File: src/hdl/bdpc_pkg.sv
package bdpc_pkg;

  localparam int unsigned CHOICE_W = 3;
  localparam int unsigned MS_W     = 32;
  localparam int unsigned CFG_W    = 16;
  localparam int unsigned ADDR_W   = 3;

  // Register index, taken from paddr bit 2 (registers sit at byte 0 and 4).
  typedef enum logic {
    REG_DEBOUNCE   = 1'b0,
    REG_LONG_PRESS = 1'b1
  } reg_idx_t;

  localparam logic [CFG_W-1:0] DEBOUNCE_RST   = 16'd50;
  localparam logic [CFG_W-1:0] LONG_PRESS_RST = 16'd500;

  typedef struct packed {
    logic [CFG_W-1:0] debounce_ms;
    logic [CFG_W-1:0] long_press_ms;
  } cfg_t;

  typedef struct packed {
    logic                update_pulse;
    logic                select_pulse;
    logic [CHOICE_W-1:0] selected_choice;
    logic [CHOICE_W-1:0] active_choice;
  } res_t;

endpackage

File: src/hdl/bdpc_cfg.sv
module bdpc_cfg (
  input  logic                            clk,
  input  logic                            rst_n,
  input  logic                            cfg_psel,
  input  logic                            cfg_penable,
  input  logic                            cfg_pwrite,
  input  logic [bdpc_pkg::ADDR_W-1:0]     cfg_paddr,
  input  logic [31:0]                     cfg_pwdata,
  output logic [31:0]                     cfg_prdata,
  output logic                            cfg_pready,
  output bdpc_pkg::cfg_t                  cfg
);

  logic [bdpc_pkg::CFG_W-1:0] debounce_r;
  logic [bdpc_pkg::CFG_W-1:0] long_press_r;
  logic                       wr_en;
  bdpc_pkg::reg_idx_t         idx;

  assign cfg_pready = 1'b1;
  assign wr_en      = cfg_psel & cfg_penable & cfg_pwrite & cfg_pready;
  assign idx        = bdpc_pkg::reg_idx_t'(cfg_paddr[2]);

  always_ff @(posedge clk) begin
    if (!rst_n) begin
      debounce_r   <= bdpc_pkg::DEBOUNCE_RST;
      long_press_r <= bdpc_pkg::LONG_PRESS_RST;
    end else if (wr_en) begin
      unique case (idx)
        bdpc_pkg::REG_DEBOUNCE:   debounce_r   <= cfg_pwdata[bdpc_pkg::CFG_W-1:0];
        bdpc_pkg::REG_LONG_PRESS: long_press_r <= cfg_pwdata[bdpc_pkg::CFG_W-1:0];
        default: ;
      endcase
    end
  end

  always_comb begin
    unique case (idx)
      bdpc_pkg::REG_DEBOUNCE:   cfg_prdata = {16'd0, debounce_r};
      bdpc_pkg::REG_LONG_PRESS: cfg_prdata = {16'd0, long_press_r};
      default:                  cfg_prdata = 32'd0;
    endcase
  end

  assign cfg.debounce_ms   = debounce_r;
  assign cfg.long_press_ms = long_press_r;

endmodule

File: src/hdl/bdpc_core.sv
module bdpc_core #(
  parameter int unsigned NUM_CHOICES = 4
) (
  input  logic           clk,
  input  logic           rst_n,
  input  logic           fire,
  input  logic           level,
  input  bdpc_pkg::cfg_t cfg,
  output bdpc_pkg::res_t res
);

  localparam int unsigned MW = bdpc_pkg::MS_W;
  localparam int unsigned CW = bdpc_pkg::CHOICE_W;

  logic [MW-1:0] ms_r, ms_nxt;
  logic [MW-1:0] lock_end_r, lock_end_nxt;
  logic [MW-1:0] press_r, press_nxt;
  logic          lock_on_r, lock_on_nxt;
  logic          armed_r, armed_nxt;
  logic          exp_fall_r, exp_fall_nxt;
  logic          last_r, last_nxt;
  logic [CW-1:0] active_r, active_nxt;
  logic [CW-1:0] selected_r, selected_nxt;

  logic          fell, rose, take, long_hit, expire;
  logic          sel_p, upd_p;
  logic [MW:0]   end_sum;
  logic [MW-1:0] ms_inc, dur;

  always_comb begin
    ms_inc  = ms_r + 1'b1;
    fell    = last_r & ~level;
    rose    = ~last_r & level;
    take    = armed_r & (exp_fall_r ? fell : rose);
    end_sum = {1'b0, ms_inc} + {{(MW + 1 - bdpc_pkg::CFG_W){1'b0}}, cfg.debounce_ms};
    dur     = ms_inc - press_r;
    long_hit = dur > {{(MW - bdpc_pkg::CFG_W){1'b0}}, cfg.long_press_ms};
    // A lockout set on this tick expires at once only if its end wrapped past zero.
    expire  = take ? end_sum[MW] : (lock_on_r & (ms_inc > lock_end_r));

    ms_nxt       = ms_r;
    lock_end_nxt = lock_end_r;
    press_nxt    = press_r;
    lock_on_nxt  = lock_on_r;
    armed_nxt    = armed_r;
    exp_fall_nxt = exp_fall_r;
    last_nxt     = last_r;
    active_nxt   = active_r;
    selected_nxt = selected_r;
    sel_p        = 1'b0;
    upd_p        = 1'b0;

    if (fire) begin
      ms_nxt   = ms_inc;
      last_nxt = level;
      if (take) begin
        armed_nxt    = 1'b0;
        lock_on_nxt  = 1'b1;
        lock_end_nxt = end_sum[MW-1:0];
        if (exp_fall_r) begin
          press_nxt = ms_inc;
        end else if (long_hit) begin
          selected_nxt = active_r;
          sel_p        = 1'b1;
        end else begin
          if (active_r >= CW'(NUM_CHOICES)) begin
            active_nxt = CW'(1);
          end else begin
            active_nxt = active_r + 1'b1;
          end
          upd_p = 1'b1;
        end
      end
      if (expire) begin
        lock_on_nxt  = 1'b0;
        armed_nxt    = 1'b1;
        exp_fall_nxt = level;
      end
    end
  end

  always_ff @(posedge clk) begin
    if (!rst_n) begin
      ms_r       <= '0;
      lock_end_r <= '0;
      press_r    <= '0;
      lock_on_r  <= 1'b0;
      armed_r    <= 1'b1;
      exp_fall_r <= 1'b1;
      last_r     <= 1'b1;
      active_r   <= CW'(1);
      selected_r <= '0;
    end else begin
      ms_r       <= ms_nxt;
      lock_end_r <= lock_end_nxt;
      press_r    <= press_nxt;
      lock_on_r  <= lock_on_nxt;
      armed_r    <= armed_nxt;
      exp_fall_r <= exp_fall_nxt;
      last_r     <= last_nxt;
      active_r   <= active_nxt;
      selected_r <= selected_nxt;
    end
  end

  assign res.active_choice   = active_nxt;
  assign res.selected_choice = selected_nxt;
  assign res.select_pulse    = sel_p;
  assign res.update_pulse    = upd_p;

  a_arm_excl: assert property (@(posedge clk) disable iff (!rst_n)
    !(armed_r && lock_on_r))
    else $error("armed and lockout both set");

  a_sel_copy: assert property (@(posedge clk) disable iff (!rst_n)
    (fire && sel_p) |=> (selected_r == $past(active_r)))
    else $error("long press did not copy the active choice");

  a_active_rng: assert property (@(posedge clk) disable iff (!rst_n)
    (active_r >= CW'(1)) && (active_r <= CW'(NUM_CHOICES)))
    else $error("active choice out of range");

  a_one_pulse: assert property (@(posedge clk) disable iff (!rst_n)
    !(sel_p && upd_p))
    else $error("select and update pulse together");

endmodule

File: src/hdl/button_debounce_press_classifier.sv
// A word accepted on in_ is held in the input register, then moves into the result
// register, from which it is shown on out_.
// Throughput: one word per cycle; the 32-bit tick counter's compares are combinational, and
// a stalled result lets the input register take one more word.
// Reset (rst_n low at a clock edge) empties both stages, returns both registers to their
// reset values, and returns the classifier to armed, released, first choice, none selected.
module button_debounce_press_classifier #(
  parameter int unsigned NUM_CHOICES = 4
) (
  input  logic                        clk,
  input  logic                        rst_n,
  input  logic                        in_tvalid,
  output logic                        in_tready,
  input  logic [7:0]                  in_tdata,   // [0] pin_level, [7:1] zero
  output logic                        out_tvalid,
  input  logic                        out_tready,
  output logic [7:0]                  out_tdata,  // [2:0] active_choice,
                                                  // [5:3] selected_choice,
                                                  // [6] select_pulse, [7] update_pulse
  input  logic                        cfg_psel,
  input  logic                        cfg_penable,
  input  logic                        cfg_pwrite,
  input  logic [bdpc_pkg::ADDR_W-1:0] cfg_paddr,
  input  logic [31:0]                 cfg_pwdata,
  output logic [31:0]                 cfg_prdata,
  output logic                        cfg_pready
);

  bdpc_pkg::cfg_t cfg;
  bdpc_pkg::res_t res;

  logic       s1_valid_r;
  logic       s1_level_r;
  logic       out_valid_r;
  logic [7:0] out_data_r;
  logic       fire;

  assign fire      = s1_valid_r & (~out_valid_r | out_tready);
  assign in_tready = ~s1_valid_r | fire;

  bdpc_cfg u_cfg (
    .clk         (clk),
    .rst_n       (rst_n),
    .cfg_psel    (cfg_psel),
    .cfg_penable (cfg_penable),
    .cfg_pwrite  (cfg_pwrite),
    .cfg_paddr   (cfg_paddr),
    .cfg_pwdata  (cfg_pwdata),
    .cfg_prdata  (cfg_prdata),
    .cfg_pready  (cfg_pready),
    .cfg         (cfg)
  );

  bdpc_core #(
    .NUM_CHOICES (NUM_CHOICES)
  ) u_core (
    .clk   (clk),
    .rst_n (rst_n),
    .fire  (fire),
    .level (s1_level_r),
    .cfg   (cfg),
    .res   (res)
  );

  always_ff @(posedge clk) begin
    if (!rst_n) begin
      s1_valid_r  <= 1'b0;
      out_valid_r <= 1'b0;
    end else begin
      if (in_tready) begin
        s1_valid_r <= in_tvalid;
      end
      if (fire) begin
        out_valid_r <= 1'b1;
      end else if (out_tready) begin
        out_valid_r <= 1'b0;
      end
    end
  end

  always_ff @(posedge clk) begin
    if (in_tready && in_tvalid) begin
      s1_level_r <= in_tdata[0];
    end
    if (fire) begin
      out_data_r <= res;
    end
  end

  assign out_tvalid = out_valid_r;
  assign out_tdata  = out_data_r;

  a_no_overrun: assert property (@(posedge clk) disable iff (!rst_n)
    (out_valid_r && !out_tready) |-> !fire)
    else $error("result register overwritten while stalled");

  a_sel_rng: assert property (@(posedge clk) disable iff (!rst_n)
    out_valid_r |-> (out_data_r[5:3] <= 3'(NUM_CHOICES)))
    else $error("selected choice out of range");

  a_fire_moves: assert property (@(posedge clk) disable iff (!rst_n)
    fire |=> out_valid_r)
    else $error("processed word lost");

endmodule

File: config.mk
export PLATFORM = sky130hd
export DESIGN_NAME = button_debounce_press_classifier
export DESIGN_NICKNAME = d
export VERILOG_FILES = /design/src/hdl/bdpc_pkg.sv /design/src/hdl/bdpc_cfg.sv /design/src/hdl/bdpc_core.sv /design/src/hdl/button_debounce_press_classifier.sv
export SDC_FILE = /design/constraint.sdc
export NUM_CORES = 1
export LEC_CHECK = 0
export ABC_AREA = 1
export BUFFER_PORTS_ARGS = -buffer_cell sky130_fd_sc_hd__buf_4
export CAP_MARGIN = 10
export CORE_MARGIN = 2
export CORE_UTILIZATION = 50
export CTS_CLUSTER_SIZE = 16
export DETAILED_ROUTE_END_ITERATION = 12
export GPL_TIMING_DRIVEN = 0
export PLACE_DENSITY = 0.68
export SYNTH_ARGS = -nofsm -noshare
export SYNTH_HDL_FRONTEND = slang
export SYNTH_SLANG_ARGS = --single-unit
File: constraint.sdc
create_clock -name clk -period 7.4 [get_ports clk]
set_input_delay 0.37 -clock clk [delete_from_list [all_inputs] [get_ports clk]]
set_output_delay 0.37 -clock clk [all_outputs]
set_load 0.02 [all_outputs]
==> results by group <==
Setup path
  • Family with the most delay on the worst path: simple AND/OR/NAND/NOR gates
  • Startpoint Class: register
  • CP Capture Type: register
  • CP max stage delay: 0.87 ns
  • Worst-path fanout max: 5
  • Crit-path most repeated cell: nand2_1
  • Buf/Inv on CP: 2
  • WP data required: 7.59 ns
  • Kind of critical path: reg2reg
  • Slowest cell on crit path: xor2_1
  • Arr. time, crit path: 5.99 ns

Global route
  • Global Route Usage Sum: 0.295
  • Initial antenna violation count: 0
  • First-pass GRT wire length: 55.2 mm
  • Grt total ovfl: 0
  • Largest net degree at the start of global routing: 18
  • Vias in the first global route: 10600

Placement
  • Gpl congestion: 0.920
  • # port buffers: 49
  • Detailed Place HPWL: 28.8 mm

Status
  • Status: finished clean

Yosys
  • Top post-synthesis cells by area: dfxtp_1, nand2_1, ha_1
  • Synth Area in Simple Gates: 0.293
  • Sequential element share of the synthesized area: 0.265
  • Synth Area in XOR/XNOR: 0.0377
  • Mux cell area share after synthesis: 0
  • Synth Area in Adders: 0.109
  • Post-synth top area share: 0.242
  • Number of synthesized flops with an enable pin: 9
  • Yosys reg bits: 149
  • Post-Syn Area: 0.0116 mm2
  • Compound-cell area share of the yosys netlist: 0.158
  • Syn Inst Count: 1821
  • Post-synth top area cell: dfxtp_1
  • Largest family of logic cells by synthesized area: simple AND/OR/NAND/NOR gates
  • Primary FF master, synth: dfxtp_1
  • Mapped Avg Cell Area: 6.36 um2
  • Async SR Flop Fraction: 0
  • Netlist cell types: 50
  • Ys Warns: 0

Clocking
  • Cts bufs inserted: 17
  • CTS resizes: 0
  • Reg clk slew, reported paths: 0.07 ns
  • Post-CTS setup buffers: 0
  • Max clock buf depth: 2
  • H-tree depth: 4
  • Clock Sink Count: 149
  • CTS tree: yes
  • # hold bufs at CTS: 0
  • Clock root cell: clkbuf_16
  • Clk_lat worst skew: 0.44 ns

Finish
  • Area of the multi-input gates: 0.00700 mm2
  • Synth-to-layout area growth: 11.8%
  • # fillers: 2304
  • Antenna Cells: 0
  • Post-layout nets: 2054
  • Layout cell share with drive strength beyond 1: 0.0944
  • Final core utilization: 0.570
  • FF+latch area: 0.00307 mm2

STA
  • Unrepaired setup endpoints after global routing: false
  • Tcrit/Tclk final: 0.783
  • Fmax: 173 MHz
  • Min Tclk post-route: 5.79 ns
  • Final count of negative-setup-slack endpoints: 0
  • Hold slack final: 0.103 ns
  • Actual slew at the worst max-slew pin: 1.07 ns
  • Setup TNS: 0 ns
  • Clock Skew: 0.0130 ns
  • Slew margin rel.: 0.283
  • Fin. Hold Viols: 0
  • Pins over their slew limit: 0

Pwr
  • Worst vdd ir: 0.000164 V
  • PD cells: 206 mW/mm2
  • Lkg Pwr: 6.64 nW

Drt
  • DR WL/cell: 16.0 um
  • Residual DRC: 0
  • Router iterations before antenna repair: 8
  • Initial drt markers: 810
  • Routed via count: 11400
  • Vias per cell: 5.20
  • Post-route ant nets: 0
  • Total Routed Length: 35.2 mm

Run
  • Max-cap violations: 0

Floorplanning
  • I/O pin total: 93
  • Core Box Area: 0.0227 mm2
  • Die width: 156 um
  • Die height: 156 um
  • DIE AREA: 0.0244 mm2
  • Std cell rows: 55
  • Initial core utilization: 0.510

Min path
  • Worst hold path class: in2reg
## per-layer routing
metal	up-vias	GRT usage	wire [um]	share of wire
li1	5916	-	-	-
met1	5142	0.408	16500	0.47
met2	345	0.474	15500	0.44
met3	44	0.0525	2530	0.072
met4	0	0.0813	716	0.020
met5	-	0	0	0
## final cells by class
class / instances / area share
Clock buffer: 18 / 0.0331
Sequential cell: 149 / 0.237
Inverter: 339 / 0.0984
Clock inverter: 14 / 0.0123
Buffer: 58 / 0.0227
Multi-Input combinational cell: 1290 / 0.540
Tap cell: 285 / 0.0275
Timing Repair Buffer: 49 / 0.0284
## registers in the layout, indices dropped and copies added, names as in the netlist
register / flops
u_cfg.long_press_r: 16
u_core.lock_on_r: 1
out_tvalid: 1
u_core.press_r: 32
s1_valid_r: 1
u_core.ms_r: 32
u_cfg.debounce_r: 16
u_core.armed_r: 1
u_core.active_r: 3
u_core.selected_r: 3
out_tdata: 8
u_core.exp_fall_r: 1
u_core.last_r: 1
u_core.lock_end_r: 32
s1_level_r: 1
## worst register-to-register path, delay by kind of cell (launching register included)
| kind | cells | cell delay [ns] |
|---|---|---|
| compound gates | 4 | 0.55 |
| fa+ha+maj | 3 | 1.00 |
| flops | 1 | 0.50 |
| buf+inv | 2 | 0.09 |
| simple gates | 18 | 2.31 |
| xor+xnor | 2 | 1.11 |
## power by group
part | internal (W) | switching [W] | leakage (nW)
logic | 0.000301 | 0.000602 | 5.13
clock network | 0.000481 | 0.000399 | 0.290
registers | 0.000852 | 0.0000329 | 1.23
total | 0.00163 | 0.00103 | 6.64
## cell usage after synthesis (9+ instances only)
master / n
nand2_1: 434
nor2_4: 9
o21ai_0: 146
inv_2: 13
inv_1: 321
edfxtp_1: 9
nor3_1: 12
nand4_1: 24
buf_4: 19
nor2_1: 181
ha_1: 98
clkbuf_1: 34
xor2_1: 37
nand3_1: 68
nor2_2: 11
a21oi_1: 151
nand2_2: 19
dfxtp_1: 140
## final timing paths
path / cells after the start / slack, ns / end / start
setup / recovery: 29 / 1.61 / out_tdata[2]$_DFFE_PP_ / u_core.ms_r[0]$_SDFFE_PN0P_
hold / removal: 1 / 0.10 / s1_level_r$_DFFE_PP_ / in_tdata[0]
setup reg to reg: 29 / 1.61 / out_tdata[2]$_DFFE_PP_ / u_core.ms_r[0]$_SDFFE_PN0P_
hold reg to reg: 2 / 0.47 / u_core.lock_end_r[1]$_SDFFE_PN0P_ / u_core.lock_end_r[1]$_SDFFE_PN0P_
## placed cells by master, fill, tap and decap left out, drive strengths merged, types with 52 or more instances in the layout
master / netlist / final
a21oi: 152 / 152
buf: 24 / 73
clkbuf: 34 / 52
dfxtp: 140 / 140
ha: 98 / 98
inv: 334 / 344
nand2: 457 / 457
nand3: 71 / 71
nor2: 201 / 201
o21ai: 149 / 149
## metrics by stage
| step | setup WS, ns | cell area [um2] | std cells | total power [W] |
|---|---|---|---|---|
| CTS | 1.69 | 12900 | 2202 | 0.00267 |
| finish | 1.61 | 12900 | 2202 | 0.00267 |
| global placement | 1.79 | 12400 | 2170 | 0.00178 |
| floorplan | 3.35 | 11600 | 1836 | 0.00155 |
| detailed placement | 1.74 | 12400 | 2170 | 0.00179 |
| global route | 1.19 | 12900 | 2202 | 0.00284 |
## cell families (layout without fill, tap and decap cells)
family	count (synthesis)	after routing
flops	149	149
simple gates	784	784
fa+ha+maj	100	100
other cells	2	17
buf+inv	397	478
xor+xnor	46	46
compound gates	343	343
Power figures use the tool's default switching activity.
